File: src/hw/rtl/hfc_pkg.sv
// -----------------------------------------------------------------------------
// hfc_pkg
// Shared types and codes of the humidity fan controller.
// -----------------------------------------------------------------------------
package hfc_pkg;

    // Item field widths
    localparam int MODE_W     = 3;
    localparam int HUM_W      = 8;
    localparam int LEVEL_W    = 7;
    localparam int COUNT_W    = 16;
    localparam int FSTATE_W   = 2;

    // Configuration port
    localparam int CFG_IDX_W  = 2;
    localparam int CFG_DATA_W = 16;

    localparam logic [CFG_IDX_W-1:0] CFG_CHECK_INTERVAL = 2'd0;
    localparam logic [CFG_IDX_W-1:0] CFG_RUN_TIMEOUT    = 2'd1;
    localparam logic [CFG_IDX_W-1:0] CFG_RISE_DELTA     = 2'd2;
    localparam logic [CFG_IDX_W-1:0] CFG_ABSOLUTE_LIMIT = 2'd3;

    localparam logic [COUNT_W-1:0] CHECK_INTERVAL_RST = 16'd60;
    localparam logic [COUNT_W-1:0] RUN_TIMEOUT_RST    = 16'd600;
    localparam logic [LEVEL_W-1:0] RISE_DELTA_RST     = 7'd5;
    localparam logic [LEVEL_W-1:0] ABSOLUTE_LIMIT_RST = 7'd80;

    localparam int HISTORY_DEPTH_DEF = 8;

    // Item kinds
    localparam logic [MODE_W-1:0] MODE_TICK   = 3'd0;
    localparam logic [MODE_W-1:0] MODE_SAMPLE = 3'd1;
    localparam logic [MODE_W-1:0] MODE_AUTO   = 3'd2;
    localparam logic [MODE_W-1:0] MODE_BUTTON = 3'd3;
    localparam logic [MODE_W-1:0] MODE_TRIG   = 3'd4;

    // Fan states as reported
    localparam logic [FSTATE_W-1:0] FAN_WAIT     = 2'd0;
    localparam logic [FSTATE_W-1:0] FAN_REQ      = 2'd1;
    localparam logic [FSTATE_W-1:0] FAN_RUN_AUTO = 2'd2;
    localparam logic [FSTATE_W-1:0] FAN_RUN_MAN  = 2'd3;

    typedef struct packed {
        logic                auto_on;
        logic [FSTATE_W-1:0] fan_state;
        logic                relay_on;
        logic                relay_changed;
        logic                state_report;
        logic                humidity_request;
        logic [LEVEL_W-1:0]  normal_level;
        logic [LEVEL_W-1:0]  average_level;
        logic [COUNT_W-1:0]  time_left;
    } result_t;

    function automatic logic fan_running(input logic [FSTATE_W-1:0] s);
        return (s == FAN_RUN_AUTO) || (s == FAN_RUN_MAN);
    endfunction

endpackage

File: src/hw/rtl/hfc_if.sv
// -----------------------------------------------------------------------------
// hfc_if
// Valid/ready channels of the humidity fan controller.
// -----------------------------------------------------------------------------
interface hfc_item_if
    import hfc_pkg::*;
();
    logic                     valid;
    logic                     ready;
    logic [MODE_W-1:0]        mode;
    logic signed [HUM_W-1:0]  humidity;
    logic                     switch_on;

    modport source (output valid, output mode, output humidity, output switch_on,
                    input ready);
    modport sink   (input valid, input mode, input humidity, input switch_on,
                    output ready);
endinterface

interface hfc_result_if
    import hfc_pkg::*;
();
    logic                valid;
    logic                ready;
    logic                auto_on;
    logic [FSTATE_W-1:0] fan_state;
    logic                relay_on;
    logic                relay_changed;
    logic                state_report;
    logic                humidity_request;
    logic [LEVEL_W-1:0]  normal_level;
    logic [LEVEL_W-1:0]  average_level;
    logic [COUNT_W-1:0]  time_left;

    modport source (output valid, output auto_on, output fan_state, output relay_on,
                    output relay_changed, output state_report,
                    output humidity_request, output normal_level,
                    output average_level, output time_left, input ready);
    modport sink   (input valid, input auto_on, input fan_state, input relay_on,
                    input relay_changed, input state_report,
                    input humidity_request, input normal_level,
                    input average_level, input time_left, output ready);
endinterface

File: src/hw/rtl/humidity_fan_controller_top.sv
// -----------------------------------------------------------------------------
// humidity_fan_controller_top
// Humidity driven fan relay controller with a serial history averager.
// -----------------------------------------------------------------------------
//  channel     dir  handshake      contents
//  item_in     in   valid/ready    mode, humidity, switch_on
//  result_out  out  valid/ready    relay level and change, state, status
//  cfg         in   cfg_we only    cfg_index selects register, cfg_data value
//
//  Most items pass decode and state update, then hand-off to the result
//  register. A tick that hits the check interval runs the averager in
//  between: the history ring is scanned one entry a cycle, then a
//  restoring divider makes one quotient bit a cycle. Reset clears all
//  state but the result payload registers and loads register defaults;
//  no clearing pass. One item is taken while a result waits in the output
//  register; the next one waits until that result moves on.
// -----------------------------------------------------------------------------
module humidity_fan_controller_top
    import hfc_pkg::*;
#(
    parameter int HISTORY_DEPTH = HISTORY_DEPTH_DEF
) (
    input  logic                  clk,
    input  logic                  rst_n,
    hfc_item_if.sink              item_in,
    hfc_result_if.source          result_out,
    input  logic                  cfg_we,
    input  logic [CFG_IDX_W-1:0]  cfg_index,
    input  logic [CFG_DATA_W-1:0] cfg_data
);

    // Sum of up to HISTORY_DEPTH positive 7-bit samples
    localparam int SUM_W   = $clog2(HISTORY_DEPTH * 127 + 1);
    localparam int CNT_W   = $clog2(HISTORY_DEPTH + 1);
    localparam int IDX_W   = $clog2(HISTORY_DEPTH);
    localparam int DSTEP_W = $clog2(SUM_W);

    typedef enum logic [3:0] {
        SEQ_IDLE = 4'b0001,
        SEQ_SUM  = 4'b0010,
        SEQ_DIV  = 4'b0100,
        SEQ_OUT  = 4'b1000
    } seq_t;

    typedef enum logic [2:0] {
        EV_NONE,
        EV_RISE,
        EV_MAXABS,
        EV_NORMAL,
        EV_TRIG_ON,
        EV_TRIG_OFF,
        EV_TIMER,
        EV_BUTTON
    } fan_ev_t;

    // Configuration
    logic [COUNT_W-1:0] check_interval_reg;
    logic [COUNT_W-1:0] run_timeout_reg;
    logic [LEVEL_W-1:0] rise_delta_reg;
    logic [LEVEL_W-1:0] absolute_limit_reg;

    // Controller state
    logic                auto_reg,  auto_next;
    logic [FSTATE_W-1:0] state_reg, state_next;
    logic [LEVEL_W-1:0]  base_reg,  base_next;
    logic [LEVEL_W-1:0]  avg_reg,   avg_next;
    logic [COUNT_W-1:0]  chk_reg,   chk_next;
    logic [COUNT_W-1:0]  run_reg,   run_next;
    logic [HUM_W-1:0]    hist_reg [HISTORY_DEPTH];

    // Averager
    seq_t                seq_reg;
    logic [IDX_W-1:0]    idx_reg;
    logic [DSTEP_W-1:0]  dstep_reg;
    logic [SUM_W-1:0]    sum_reg;
    logic [CNT_W-1:0]    cnt_reg;
    logic [CNT_W-1:0]    rem_reg;

    // Result staging
    result_t             pend_reg;
    result_t             out_reg;
    logic                out_valid_reg;

    // Item decode
    logic                accept;
    logic                report, request, fire, hist_clear, sample_write, changed;
    fan_ev_t             ev;
    logic [COUNT_W-1:0]  chk_inc, run_inc, time_left;
    logic [HUM_W-1:0]    hum;
    logic                hum_pos, avg_pos;
    logic [LEVEL_W:0]    rise_level;
    logic                hum_at_limit;

    // Averager datapath
    logic [HUM_W-1:0]    tap, oldest;
    logic                tap_pos, oldest_pos, head_pos;
    logic [CNT_W:0]      trial;
    logic                qbit;
    logic [SUM_W-1:0]    quo_next;
    logic                out_free;

    assign accept   = item_in.valid && item_in.ready;
    assign out_free = !out_valid_reg || result_out.ready;
    assign item_in.ready = (seq_reg == SEQ_IDLE);

    assign hum          = item_in.humidity;
    assign hum_pos      = !hum[HUM_W-1] && (hum != '0);
    assign avg_pos      = (avg_reg != '0);
    assign rise_level   = {1'b0, avg_reg} + {1'b0, rise_delta_reg};
    assign hum_at_limit = !hum[HUM_W-1] && (hum[LEVEL_W-1:0] >= absolute_limit_reg);

    assign chk_inc = chk_reg + COUNT_W'(1);
    assign run_inc = run_reg + COUNT_W'(1);

    // Item decode and fan state machine, evaluated at acceptance
    always_comb
    begin
        auto_next    = auto_reg;
        state_next   = state_reg;
        base_next    = base_reg;
        avg_next     = avg_reg;
        chk_next     = chk_reg;
        run_next     = run_reg;
        report       = 1'b0;
        request      = 1'b0;
        fire         = 1'b0;
        hist_clear   = 1'b0;
        sample_write = 1'b0;
        ev           = EV_NONE;

        unique case (item_in.mode)
            MODE_TICK:
            begin
                if (auto_reg)
                begin
                    chk_next = chk_inc;
                    if (chk_inc >= check_interval_reg)
                    begin
                        chk_next = '0;
                        fire     = 1'b1;
                        request  = 1'b1;
                    end
                end
                if (fan_running(state_reg))
                begin
                    run_next = run_inc;
                    if (run_inc > run_timeout_reg)
                        ev = EV_TIMER;
                end
            end
            MODE_SAMPLE:
            begin
                if (auto_reg)
                begin
                    sample_write = 1'b1;
                    if (hum_pos && avg_pos && ({1'b0, hum[LEVEL_W-1:0]} >= rise_level))
                        ev = EV_RISE;
                    else if (hum_pos && avg_pos && (base_reg >= hum[LEVEL_W-1:0]))
                        ev = EV_NORMAL;
                    else if (hum_at_limit)
                        ev = EV_MAXABS;
                end
            end
            MODE_AUTO:
            begin
                report = 1'b1;
                if (item_in.switch_on)
                begin
                    if (!auto_reg)
                    begin
                        auto_next  = 1'b1;
                        hist_clear = 1'b1;
                        avg_next   = '0;
                        base_next  = '0;
                        chk_next   = '0;
                    end
                end
                else if (auto_reg)
                begin
                    auto_next = 1'b0;
                    if (state_reg == FAN_REQ || state_reg == FAN_RUN_AUTO)
                    begin
                        base_next  = '0;
                        state_next = FAN_WAIT;
                    end
                end
            end
            MODE_BUTTON:
                ev = EV_BUTTON;
            MODE_TRIG:
            begin
                if (auto_reg)
                    ev = item_in.switch_on ? EV_TRIG_ON : EV_TRIG_OFF;
            end
            default:
                ;
        endcase

        unique case (ev)
            EV_BUTTON:
            begin
                base_next = '0;
                if (state_reg == FAN_WAIT || state_reg == FAN_REQ)
                begin
                    run_next   = '0;
                    state_next = FAN_RUN_MAN;
                end
                else
                    state_next = FAN_WAIT;
            end
            EV_RISE:
            begin
                if (state_reg == FAN_WAIT)
                begin
                    base_next  = avg_reg;
                    state_next = FAN_REQ;
                end
            end
            EV_MAXABS:
            begin
                if (state_reg == FAN_WAIT)
                begin
                    base_next  = '0;
                    state_next = FAN_REQ;
                end
            end
            EV_NORMAL:
            begin
                if (state_reg == FAN_REQ || state_reg == FAN_RUN_AUTO)
                begin
                    base_next  = '0;
                    state_next = FAN_WAIT;
                end
            end
            EV_TRIG_OFF:
            begin
                if (state_reg == FAN_RUN_AUTO)
                    state_next = FAN_REQ;
            end
            EV_TRIG_ON:
            begin
                if (state_reg == FAN_REQ)
                begin
                    run_next   = '0;
                    state_next = FAN_RUN_AUTO;
                end
            end
            EV_TIMER:
            begin
                if (state_reg != FAN_WAIT)
                begin
                    base_next  = '0;
                    state_next = FAN_WAIT;
                end
            end
            default:
                ;
        endcase

        changed = fan_running(state_reg) != fan_running(state_next);
        if (state_next != state_reg)
            report = 1'b1;
    end

    assign time_left = (run_timeout_reg > run_next) ? (run_timeout_reg - run_next) : '0;

    // Averager datapath: ring tap and one restoring divide step
    assign tap        = hist_reg[HISTORY_DEPTH-1];
    assign tap_pos    = !tap[HUM_W-1] && (tap != '0);
    assign oldest     = hist_reg[HISTORY_DEPTH-1];
    assign oldest_pos = !oldest[HUM_W-1] && (oldest != '0);
    assign head_pos   = !hist_reg[0][HUM_W-1] && (hist_reg[0] != '0);
    assign trial      = {rem_reg, sum_reg[SUM_W-1]};
    assign qbit       = (trial >= {1'b0, cnt_reg});
    assign quo_next   = {sum_reg[SUM_W-2:0], qbit};

    always_ff @(posedge clk or negedge rst_n)
    begin
        if (!rst_n)
        begin
            check_interval_reg <= CHECK_INTERVAL_RST;
            run_timeout_reg    <= RUN_TIMEOUT_RST;
            rise_delta_reg     <= RISE_DELTA_RST;
            absolute_limit_reg <= ABSOLUTE_LIMIT_RST;
        end
        else if (cfg_we)
        begin
            unique case (cfg_index)
                CFG_CHECK_INTERVAL: check_interval_reg <= cfg_data;
                CFG_RUN_TIMEOUT:    run_timeout_reg    <= cfg_data;
                CFG_RISE_DELTA:     rise_delta_reg     <= cfg_data[LEVEL_W-1:0];
                CFG_ABSOLUTE_LIMIT: absolute_limit_reg <= cfg_data[LEVEL_W-1:0];
                default:            ;
            endcase
        end
    end

    always_ff @(posedge clk or negedge rst_n)
    begin
        if (!rst_n)
        begin
            auto_reg      <= 1'b0;
            state_reg     <= FAN_WAIT;
            base_reg      <= '0;
            avg_reg       <= '0;
            chk_reg       <= '0;
            run_reg       <= '0;
            seq_reg       <= SEQ_IDLE;
            idx_reg       <= '0;
            dstep_reg     <= '0;
            sum_reg       <= '0;
            cnt_reg       <= '0;
            rem_reg       <= '0;
            out_valid_reg <= 1'b0;
            for (int i = 0; i < HISTORY_DEPTH; i++)
                hist_reg[i] <= '0;
        end
        else
        begin
            if (out_valid_reg && result_out.ready)
                out_valid_reg <= 1'b0;

            unique case (seq_reg)
                SEQ_IDLE:
                begin
                    if (accept)
                    begin
                        auto_reg  <= auto_next;
                        state_reg <= state_next;
                        base_reg  <= base_next;
                        avg_reg   <= avg_next;
                        chk_reg   <= chk_next;
                        run_reg   <= run_next;
                        if (hist_clear)
                        begin
                            for (int i = 0; i < HISTORY_DEPTH; i++)
                                hist_reg[i] <= '0;
                        end
                        else if (sample_write)
                            hist_reg[0] <= hum;
                        else if (fire)
                        begin
                            // Shift now; the dropped oldest entry seeds the sum.
                            // The new head is zero or nonpositive, so the ring
                            // scan that follows adds exactly the other entries.
                            for (int i = 1; i < HISTORY_DEPTH; i++)
                                hist_reg[i] <= hist_reg[i-1];
                            if (head_pos)
                                hist_reg[0] <= '0;
                            sum_reg <= oldest_pos ? SUM_W'(oldest[LEVEL_W-1:0]) : '0;
                            cnt_reg <= oldest_pos ? CNT_W'(1) : '0;
                        end
                        seq_reg <= fire ? SEQ_SUM : SEQ_OUT;
                        idx_reg <= '0;
                    end
                end
                SEQ_SUM:
                begin
                    // Rotate the ring once around, adding the positive tap
                    for (int i = 1; i < HISTORY_DEPTH; i++)
                        hist_reg[i] <= hist_reg[i-1];
                    hist_reg[0] <= tap;
                    if (tap_pos)
                    begin
                        sum_reg <= sum_reg + SUM_W'(tap[LEVEL_W-1:0]);
                        cnt_reg <= cnt_reg + CNT_W'(1);
                    end
                    idx_reg <= idx_reg + IDX_W'(1);
                    if (idx_reg == IDX_W'(HISTORY_DEPTH - 1))
                    begin
                        seq_reg   <= SEQ_DIV;
                        rem_reg   <= '0;
                        dstep_reg <= '0;
                    end
                end
                SEQ_DIV:
                begin
                    sum_reg   <= quo_next;
                    rem_reg   <= qbit ? CNT_W'(trial - {1'b0, cnt_reg}) : trial[CNT_W-1:0];
                    dstep_reg <= dstep_reg + DSTEP_W'(1);
                    if (dstep_reg == DSTEP_W'(SUM_W - 1))
                    begin
                        avg_reg <= (cnt_reg != '0) ? quo_next[LEVEL_W-1:0] : '0;
                        seq_reg <= SEQ_OUT;
                    end
                end
                SEQ_OUT:
                begin
                    if (out_free)
                    begin
                        out_valid_reg <= 1'b1;
                        seq_reg       <= SEQ_IDLE;
                    end
                end
                default:
                    seq_reg <= SEQ_IDLE;
            endcase
        end
    end

    // Result payload: staged at acceptance, average patched after the divide
    always_ff @(posedge clk)
    begin
        if (seq_reg == SEQ_IDLE && accept)
        begin
            pend_reg.auto_on          <= auto_next;
            pend_reg.fan_state        <= state_next;
            pend_reg.relay_on         <= fan_running(state_next);
            pend_reg.relay_changed    <= changed;
            pend_reg.state_report     <= report;
            pend_reg.humidity_request <= request;
            pend_reg.normal_level     <= base_next;
            pend_reg.average_level    <= avg_next;
            pend_reg.time_left        <= time_left;
        end
        else if (seq_reg == SEQ_DIV && dstep_reg == DSTEP_W'(SUM_W - 1))
            pend_reg.average_level <= (cnt_reg != '0) ? quo_next[LEVEL_W-1:0] : '0;

        if (seq_reg == SEQ_OUT && out_free)
            out_reg <= pend_reg;
    end

    assign result_out.valid            = out_valid_reg;
    assign result_out.auto_on          = out_reg.auto_on;
    assign result_out.fan_state        = out_reg.fan_state;
    assign result_out.relay_on         = out_reg.relay_on;
    assign result_out.relay_changed    = out_reg.relay_changed;
    assign result_out.state_report     = out_reg.state_report;
    assign result_out.humidity_request = out_reg.humidity_request;
    assign result_out.normal_level     = out_reg.normal_level;
    assign result_out.average_level    = out_reg.average_level;
    assign result_out.time_left        = out_reg.time_left;

`ifndef ASSERT_OFF
    relay_matches_state: assert property (@(posedge clk) disable iff (!rst_n)
        out_valid_reg |-> (out_reg.relay_on == fan_running(out_reg.fan_state)))
        else $error("relay level disagrees with reported fan state");

    relay_change_reported: assert property (@(posedge clk) disable iff (!rst_n)
        (out_valid_reg && out_reg.relay_changed) |-> out_reg.state_report)
        else $error("relay change without state report");

    scan_starts_on_tick: assert property (@(posedge clk) disable iff (!rst_n)
        (seq_reg == SEQ_SUM && $past(seq_reg) == SEQ_IDLE)
            |-> ($past(item_in.mode) == MODE_TICK && $past(auto_reg)))
        else $error("history scan started by an item other than an auto tick");

    result_handoff: assert property (@(posedge clk) disable iff (!rst_n)
        (seq_reg == SEQ_OUT && out_free) |=> (out_valid_reg && seq_reg == SEQ_IDLE))
        else $error("staged result not moved to the output register");
`endif

endmodule
File: src/flat_wrapper.sv
// flat-port wrapper written by rule: the top's interface ports become plain ports
module humidity_fan_controller_top_flat import hfc_pkg::*;
#(
    parameter int HISTORY_DEPTH = HISTORY_DEPTH_DEF
)
  (clk, rst_n, cfg_we, cfg_index, cfg_data, item_in_valid, item_in_mode, item_in_humidity, item_in_switch_on, item_in_ready, result_out_valid, result_out_auto_on, result_out_fan_state, result_out_relay_on, result_out_relay_changed, result_out_state_report, result_out_humidity_request, result_out_normal_level, result_out_average_level, result_out_time_left, result_out_ready);
  hfc_item_if item_in_i ();
  hfc_result_if result_out_i ();
  input  logic clk;
  input  logic rst_n;
  input  logic cfg_we;
  input  logic [CFG_IDX_W-1:0] cfg_index;
  input  logic [CFG_DATA_W-1:0] cfg_data;
  input wire logic [$bits(item_in_i.valid)-1:0] item_in_valid;
  input wire logic [$bits(item_in_i.mode)-1:0] item_in_mode;
  input wire logic [$bits(item_in_i.humidity)-1:0] item_in_humidity;
  input wire logic [$bits(item_in_i.switch_on)-1:0] item_in_switch_on;
  output wire logic [$bits(item_in_i.ready)-1:0] item_in_ready;
  output wire logic [$bits(result_out_i.valid)-1:0] result_out_valid;
  output wire logic [$bits(result_out_i.auto_on)-1:0] result_out_auto_on;
  output wire logic [$bits(result_out_i.fan_state)-1:0] result_out_fan_state;
  output wire logic [$bits(result_out_i.relay_on)-1:0] result_out_relay_on;
  output wire logic [$bits(result_out_i.relay_changed)-1:0] result_out_relay_changed;
  output wire logic [$bits(result_out_i.state_report)-1:0] result_out_state_report;
  output wire logic [$bits(result_out_i.humidity_request)-1:0] result_out_humidity_request;
  output wire logic [$bits(result_out_i.normal_level)-1:0] result_out_normal_level;
  output wire logic [$bits(result_out_i.average_level)-1:0] result_out_average_level;
  output wire logic [$bits(result_out_i.time_left)-1:0] result_out_time_left;
  input wire logic [$bits(result_out_i.ready)-1:0] result_out_ready;
  assign item_in_i.valid = item_in_valid;
  assign item_in_i.mode = item_in_mode;
  assign item_in_i.humidity = item_in_humidity;
  assign item_in_i.switch_on = item_in_switch_on;
  assign item_in_ready = item_in_i.ready;
  assign result_out_valid = result_out_i.valid;
  assign result_out_auto_on = result_out_i.auto_on;
  assign result_out_fan_state = result_out_i.fan_state;
  assign result_out_relay_on = result_out_i.relay_on;
  assign result_out_relay_changed = result_out_i.relay_changed;
  assign result_out_state_report = result_out_i.state_report;
  assign result_out_humidity_request = result_out_i.humidity_request;
  assign result_out_normal_level = result_out_i.normal_level;
  assign result_out_average_level = result_out_i.average_level;
  assign result_out_time_left = result_out_i.time_left;
  assign result_out_i.ready = result_out_ready;
  humidity_fan_controller_top #(.HISTORY_DEPTH(HISTORY_DEPTH)) u_core (.clk(clk), .rst_n(rst_n), .item_in(item_in_i), .result_out(result_out_i), .cfg_we(cfg_we), .cfg_index(cfg_index), .cfg_data(cfg_data));
endmodule
File: config.mk
export PLATFORM = sky130hd
export DESIGN_NAME = humidity_fan_controller_top_flat
export DESIGN_NICKNAME = d
export VERILOG_FILES = /design/src/hw/rtl/hfc_pkg.sv /design/src/hw/rtl/hfc_if.sv /design/src/hw/rtl/humidity_fan_controller_top.sv /design/src/flat_wrapper.sv
export SDC_FILE = /design/constraint.sdc
export NUM_CORES = 1
export LEC_CHECK = 0
export BUFFER_PORTS_ARGS = -buffer_cell sky130_fd_sc_hd__clkbuf_2
export CAP_MARGIN = 0
export CORE_MARGIN = 5
export CORE_UTILIZATION = 40
export DETAILED_ROUTE_END_ITERATION = 7
export SLEW_MARGIN = 5
export SYNTH_ARGS = -nofsm -noshare
export SYNTH_HDL_FRONTEND = slang
export SYNTH_SLANG_ARGS = --single-unit
File: constraint.sdc
create_clock -name clk -period 5.4 [get_ports clk]
set_input_delay 0 -clock clk [delete_from_list [all_inputs] [get_ports clk]]
set_output_delay 0 -clock clk [all_outputs]
set_load 0.02 [all_outputs]
======== Word level (Yosys, flattened, before mapping) ========
Cells that the tools add are included.
operators by class
  multiplexer cells ....................... 96
  $lt $le $gt $ge ......................... 7
  add/subtract/negate cells ............... 9
  equality and inequality tests ........... 42
  reductions and logical operators ........ 51
operator list
  kind                                                              count
  64-bit two-way mux                                                3
  16-bit two-way mux                                                8
  64-bit case mux with 2 select lines                               1
  7-bit two-way mux                                                 18
  16-bit case mux with 2 select lines                               2
  56-bit two-way mux                                                1
  10-bit two-way mux                                                5
  4-bit two-way mux                                                 12
  7-bit case mux with 5 select lines                                1
  16-bit by 1-bit adder with 16-bit output (second input constant)  2
  16-bit greater-than comparator                                    2
  10-bit case mux with 3 select lines                               1
  4-bit case mux with 2 select lines                                3
  8-bit nonzero test                                                3
  2-bit two-way mux                                                 11
  3-bit two-way mux                                                 7
  3-bit equality test (second input constant)                       6
  6-bit AND reduction                                               3
  16-bit >= comparator                                              1
  1-bit two-way mux                                                 16
  8-bit two-way mux                                                 2
  4-bit case mux with 4 select lines                                1
  16-bit subtractor                                                 1
  7-bit >= comparator                                               2
  other kinds (38)                                                  93
storage, ports and cells
  register bits after elaboration ......... 263
  input port bits ......................... 35
  output and inout port bits .............. 39
  word-level logic and storage cells ...... 248

======== Longest topological paths before layout ========
Gate-level depths: netlist of run 1.
  word-level depth ........................ 14
  depth in mapped cells ................... 26
  mapped depth without buffers ............ 26

======== Least setup slack after synthesis of run 1 ========
OpenSTA, ideal clock, no wires.
  kind .................................... reg2reg
  from .................................... register u_core.avg_reg[0]
  to ...................................... register u_core.pend_reg[10] (netlist bit), data pin
  period minus slack after synthesis ...... 5.638 ns
  path buffers ............................ 1
  library setup time ...................... 0.257 ns
  arrival ................................. 5.381 ns
  cell stages (with the launch flop) ...... 26
  setup slack ............................. -0.238 ns
  required time ........................... 5.143 ns
  cell sequence ........................... dfrtp_1 -> ha_1 -> fa_1 -> a21o_1 -> a21oi_1 -> o21bai_1 -> a21oi_1 -> xor2_1 -> ha_1 -> o21ai_0 -> a21oi_1 -> and3_4 -> o21ai_4 -> a31oi_4 -> nor2_1 -> or2_2 -> ha_1 -> nor2b_1 -> o21ai_0 -> a21boi_0 -> o41ai_1 -> o21ai_0 -> a221oi_1 -> a31o_2 -> buf_2 -> nor2_1
between the ends
  longest elaborated chain between the ends .. 10
  elaborated cells on any way between the ends .. 15
  those cells by class .................... add/sub (2); order compare (2); eq/ne (2); mux (5); reduce/logical (4)
RTL lines
  what                                                                                            RTL line                            RTL
  start, declared                                                                                 humidity_fan_controller_top.sv:66   logic [LEVEL_W-1:0] avg_reg, avg_next;
  start signal, assigned                                                                          humidity_fan_controller_top.sv:331  avg_reg <= avg_next;
  start signal, assigned                                                                          humidity_fan_controller_top.sv:383  avg_reg <= (cnt_reg != '0) ? quo_next[LEVEL_W-1:0] : '0;
  parallel branches: the longest is 4 deep, another holds 7-bit by 7-bit adder with 8-bit output  --
  3-bit two-way mux *                                                                             humidity_fan_controller_top.sv:156  if (hum_pos && avg_pos && ({1'b0, hum[LEVEL_W-1:0]} >= rise_level))
  3-bit two-way mux *                                                                             humidity_fan_controller_top.sv:153  if (auto_reg)
  3-bit case mux with 4 select lines *                                                            humidity_fan_controller_top.sv:131  unique case (item_in.mode)
  3-bit equality test                                                                             humidity_fan_controller_top.sv:199  unique case (ev)
  16-bit case mux with 2 select lines *                                                           humidity_fan_controller_top.sv:199
  16-bit subtractor / 16-bit greater-than comparator (equally long branches)                      humidity_fan_controller_top.sv:265  assign time_left = (run_timeout_reg > run_next) ? (run_timeout_reg - run_next) : '0;
  end, declared                                                                                   humidity_fan_controller_top.sv:80   result_t pend_reg;
Every way passes the cells marked *.
A chain may end at the register's enable or synchronous reset.

======== Worst setup path in the final report of run 1 ========
  from .................................... register u_core.avg_reg[0]
  to ...................................... register u_core.pend_reg[14] (netlist bit), data pin
Same word-level chain as after synthesis.

==> results of run 1 <==
## cell families after synthesis
kind of cell    share of synthesized area [%]
flops                                   48.17
fa+ha+maj                               9.272
mux                                     7.291
simple gates                            11.49
compound gates                          14.17
buf+inv                                 5.440
xor+xnor                                4.177
## critical path: cells and delay by family, from the launching register on
family                     cells  cell delay, ps
buffers and inverters          3             410
AOI/OAI and AO/OA             13            1910
xor gates and xnor gates       1              90
adders and majority gates      4            1100
and+or+nand+nor                5            1050
DFF                            1             410
## what timing repair did
| item | in CTS | in global routing |
|---|---|---|
| setup endpoints to repair | 16 | 16 |
| pin swaps | 3 | 24 |
| cloned | 0 | 1 |
| hold buffers | 30 | 0 |
| setup buffers | 7 | 6 |
| resized for setup | 3 | 34 |
| hold endpoints to repair | 125 | 0 |
## synth_stat cells, types with 18 or more instances
master and number:
a21o_1 20, a21oi_1 46, and3_1 18, clkbuf_1 36, dfrtp_1 176, edfxtp_1 74, ha_1 100, inv_1 148
mux2_2 35, mux2i_1 66, nand2_1 160, nand3_1 26, nor2_1 61, nor3_1 18, o21ai_0 96, xnor2_1 37
xor2_1 32
## stage by stage
step	power [mW]	worst slack (ps)	cell area [um2]
after global placement	5.203	8.504	15470
final	7.456	195.7	17040
after CTS	7.370	53.80	16800
after global routing	7.978	-49.72	17040
after floorplan	4.617	44.78	14490
after detailed placement	5.280	-121.0	15470
## worst min-delay path by stage
stage,start,to,slack [ps],cells after the start
global route,rst_n,u_core.hist_reg[24],60,2
global placement,rst_n,u_core.hist_reg[43],40,1
CTS,rst_n,u_core.hist_reg[16],6,2
detailed placement,rst_n,u_core.hist_reg[35],40,1
floorplan,rst_n,u_core.absolute_limit_reg[0],-300,0
finish,rst_n,u_core.hist_reg[43],-5,2
## power breakdown
| part | leakage, nW | internal (mW) | total (mW) | switching (mW) |
|---|---|---|---|---|
| combinational | 4.09 | 1.09 | 2.49 | 1.40 |
| sequential | 3.00 | 2.64 | 2.98 | 0.344 |
| clock | 0.472 | 1.21 | 1.98 | 0.776 |
| total | 7.56 | 4.94 | 7.46 | 2.52 |
## cell type report
type	count	share of cell area [%]
timing repair buffer	145	6.079
multi-input combinational	930	40.69
clock inverter	12	0.9617
inverter	151	3.326
clock buffer	41	4.640
sequential	263	40.89
tap	461	3.384
antenna	2	0.02937
## per-layer routing
metal / vias up / part of all wire, % / GRT usage (%) / routed length, um
met2: 210 / 44 / 24.83 / 14570
met3: 59 / 4.2 / 2.684 / 1381
met1: 4959 / 49 / 23.48 / 16160
met4: 4 / 2.6 / 4.844 / 864
li1: 5148 / - / - / -
met5: - / 0.082 / 0 / 27
==> impl_metrics.ini, run 1 <==
[clock_tree]
cts_tree = yes
clock-sinks = 263
clock_path_buffers = 3
clkTransAtPathRegs_ps = 60
cts_buffers = 29
root_buffer = clkbuf_16
htreeDepth = 1
clock_latency_ps = 550

[setup_path]
critPathCapture = u_core.pend_reg[14]
critical_path_class = flip-flop to flip-flop
reg2reg_to = u_core.pend_reg[14]
r2r_slack_ps = 200
critPathMaxStageDelay_ps = 410
worstReg2RegStart = u_core.avg_reg[0]
crit_path_max_fanout = 8
crit_top_cell = a21oi_2
worstPathRequired_ps = 5700
ff2ff_path_depth = 26
worstPathArrival_ps = 5500
critPathCaptureType = flip-flop
startpoint = u_core.avg_reg[0]
crit_slowest_cell = dfrtp_1
start_kind = flip-flop

[timing]
fin_hold_ws_ps = -5.185
slew_violations = 0
setup_tns_ps = 0
fin_crit_sh_pct = 96.38
finalHoldViolCount = 3
fin_skew_ps = 21.42
max_freq_mhz = 192.1
setup_viol = 0
relSlewSlack_pct = 25.44
worst_pin_slew_ps = 1103
post-route-min-period_ps = 5204

[pwr]
leakage_nw = 7.561
irDropWorstVdd_v = 0.0002508
power_density_nw_per_um2 = 437.5

[worst_hold_path]
hold_path.class = input port to async pin

[cells_and_area]
multi_input_area_um2 = 6935
finish.utilization_pct = 47.80
drive_gt1_share_pct = 17.96
final_nets = 1659
largest_reg_flops = 56
area_growth_pct = 17.81
ff_latch_area_um2 = 6968
final_cells = 2005
most-common-layout-cells = dfrtp_1 (176), nand2_1 (160), inv_1 (148)
nFillCells = 3253
final_common_cell = dfrtp_1

[global_route]
antenna_found_initial = 4
gr-total-overflow = 0
grt_pass1_vias = 10290
grt_max_degree = 76
grt_usage_pct = 16.11
grt_pass1_wl_mm = 54.38

[die]
die_h_um = 200.2
rows = 69
fp.coreArea_um2 = 35660
initial_utilization_pct = 40.57
fp.dieArea_um2 = 40070
io-pin-count = 74
die_x_um = 200.2

[logic_synthesis]
syn_area_um2 = 14470
ys.flop_type = dfrtp_1
synth_seq_area_share_pct = 48.17
synth_cells = 1392
async_reset_ff_share_pct = 71.86
ys_types = 84
ys_ff_latch = 263
synth_nets = 1531
synth_warnings = 0
ys_top_cells_by_area = dfrtp_1 (30%), edfxtp_1 (15%), ha_1 (8.6%), mux2i_1 (4.6%), nand2_1 (4.2%)
synth_top_area_share_pct = 30.44
postSynthAreaPerCell_um2 = 10.39
yosysTopAreaCell = dfrtp_1
synth_edf_count = 74

[run_status]
status = finished with violations
violations = hold timing

[route]
antenna_left = 0
avgRoutedWirePerCell_um = 16.46
viasPerCell = 5.177
wirelength_mm = 33.00
vias = 10380
drc = 0
dr.pass1.iters = 6
first_iter_violations = 658

[placed_design]
dpl.hpwl_mm = 23.00
dp_cells = 1906
numPortBuffers = 73
globalplace.congestion = 0.8330

[flow_run]
drv_cap = 0
Power figures use the tool's default switching activity.
==> run 2, diff against run 1 <==
--- a/config.mk
+++ b/config.mk
@@ -10,6 +10,7 @@
 export CORE_MARGIN = 5
 export CORE_UTILIZATION = 40
 export DETAILED_ROUTE_END_ITERATION = 7
+export REMOVE_ABC_BUFFERS = 1
 export SLEW_MARGIN = 5
 export SYNTH_ARGS = -nofsm -noshare
 export SYNTH_HDL_FRONTEND = slang
==> impl_metrics.ini, run 2 (same netlist as run 1, synthesis figures left out) <==
[clock_tree]
cts_buffers = 29
clock_path_buffers = 3
cts_tree = yes
clock_latency_ps = 550
htreeDepth = 1
root_buffer = clkbuf_16
clkTransAtPathRegs_ps = 60
clock-sinks = 263

[cells_and_area]
nFillCells = 3247
multi_input_area_um2 = 6914
ff_latch_area_um2 = 6968
most-common-layout-cells = dfrtp_1 (176), nand2_1 (160), inv_1 (148)
final_common_cell = dfrtp_1
final_nets = 1663
antennaDiodeCount = 0
drive_gt1_share_pct = 18.49
area_growth_pct = 18.69
finish.utilization_pct = 48.16
largest_reg_flops = 56

[route]
antenna_left = 0
first_iter_violations = 649
vias = 10410
drc = 0
wirelength_mm = 32.50
avgRoutedWirePerCell_um = 16.19
dr.pass1.iters = 5
viasPerCell = 5.182

[pwr]
irDropWorstVdd_v = 0.0002828
leakage_nw = 7.636
power_density_nw_per_um2 = 446.7

[placed_design]
dpl.hpwl_mm = 22.91
globalplace.congestion = 0.8490
numPortBuffers = 73

[timing]
relSlewSlack_pct = 23.84
setup_tns_ps = 0
fin_hold_ws_ps = 68.97
fin_skew_ps = 15.98
max_freq_mhz = 193.9
fin_crit_sh_pct = 95.52
setup_viol = 0
post-route-min-period_ps = 5158
slew_violations = 0
worst_pin_slew_ps = 1130
finalHoldViolCount = 0

[global_route]
grt_pass1_vias = 10390
antenna_found_initial = 3
gr-total-overflow = 0
grt_usage_pct = 15.90
grt_pass1_wl_mm = 54.14
grt_max_degree = 91

[setup_path]
worstPathRequired_ps = 5710
critPathCaptureType = flip-flop
worstPathArrival_ps = 5460
critical_path_class = flip-flop to flip-flop
start_kind = flip-flop
crit_path_max_fanout = 6

[die]
io-pin-count = 74
fp.dieArea_um2 = 40070
fp.coreArea_um2 = 35660
die_x_um = 200.2
die_h_um = 200.2
initial_utilization_pct = 40.57
rows = 69

[worst_hold_path]
hold_path.class = input port to async pin

[run_status]
status = finished, final reports clean

[flow_run]
drv_cap = 0
[run 2: cell types whose count changed in the layout (fill, tap and decap cells not counted), sizes merged]
cell,delta
buf,+5
bufinv,+5
clkbuf,-10
clkinv,-1
clkinvlp,+4
diode,-2
inv,+2
[run 2: metal layers]
metal  up-vias  track usage (%)  part of all wire, %
met5         -                0                 0.12
met4         6            4.229                  2.4
met3        60            3.072                  4.9
met2       208            25.33                   44
met1      4974            22.44                   48
li1       5158                -                    -
[run 2: cell type report]
class / count / area share [%]
well taps: 461 / 3.359
inverters: 151 / 3.301
repair buffers: 149 / 6.085
clock buffers: 32 / 4.350
flip-flops and latches: 263 / 40.58
multi-input cells: 930 / 40.27
clock inverters: 22 / 2.055
[run 2: path summary, 6_finish.rpt]
check	depth (start not counted)	endpoint	slack (ps)	start
setup / recovery	25	u_core.pend_reg[15]	240	u_core.rise_delta_reg[1]
hold / removal	2	u_core.hist_reg[42]	70	rst_n
setup reg to reg	25	u_core.pend_reg[15]	240	u_core.rise_delta_reg[1]
hold reg to reg	0	u_core.result_out.time_left[3]	420	u_core.pend_reg[3]
max in group asynchronous	3	u_core.run_reg[14]	4130	rst_n
min in group clk	3	u_core.absolute_limit_reg[2]	70	cfg_we
[run 2: worst max-delay path: stages (launching register included)]
cell and delay [ps]:
dfrtp_1 400, buf_4 150, fa_2 380, a21o_1 180, a21oi_2 130, o21bai_1 80
a21oi_1 200, xor2_1 110, ha_2 320, o21ai_0 70, a21oi_1 190, and3_4 230
o21ai_4 70, a31oi_4 230, nor2_4 70, buf_4 150, or2_2 330, ha_4 230
buf_4 140, a21boi_1 130, o21ai_1 230, a211oi_2 120, o31a_1 300, o41ai_2 250
xor2_1 180, nor2_1 50
[run 2: repair_timing]
item | in CTS | in global routing
buffers inserted | 1 | 4
endpoints found under the setup margin | 16 | 16
pin swaps | 4 | 20
hold endpoints to repair | 148 | 0
gates resized for setup | 8 | 32
hold buffers | 30 | 0
[run 2: per-stage QoR]
stage	area (um2)	total power [mW]	setup WS (ps)	instances
detailed placement	15570	5.333	-200.0	1919
global route	17170	8.185	-75.08	2008
finish	17170	7.670	241.8	2008
floorplan	14250	4.619	-1521	1344
global placement	15570	5.266	-67.46	1919
CTS	17000	7.666	16.64	2004
[run 2: power breakdown]
| group | switching (mW) | internal (mW) |
|---|---|---|
| clock | 0.827 | 1.43 |
| sequential | 0.327 | 2.64 |
| combinational | 1.38 | 1.07 |
| total | 2.53 | 5.14 |
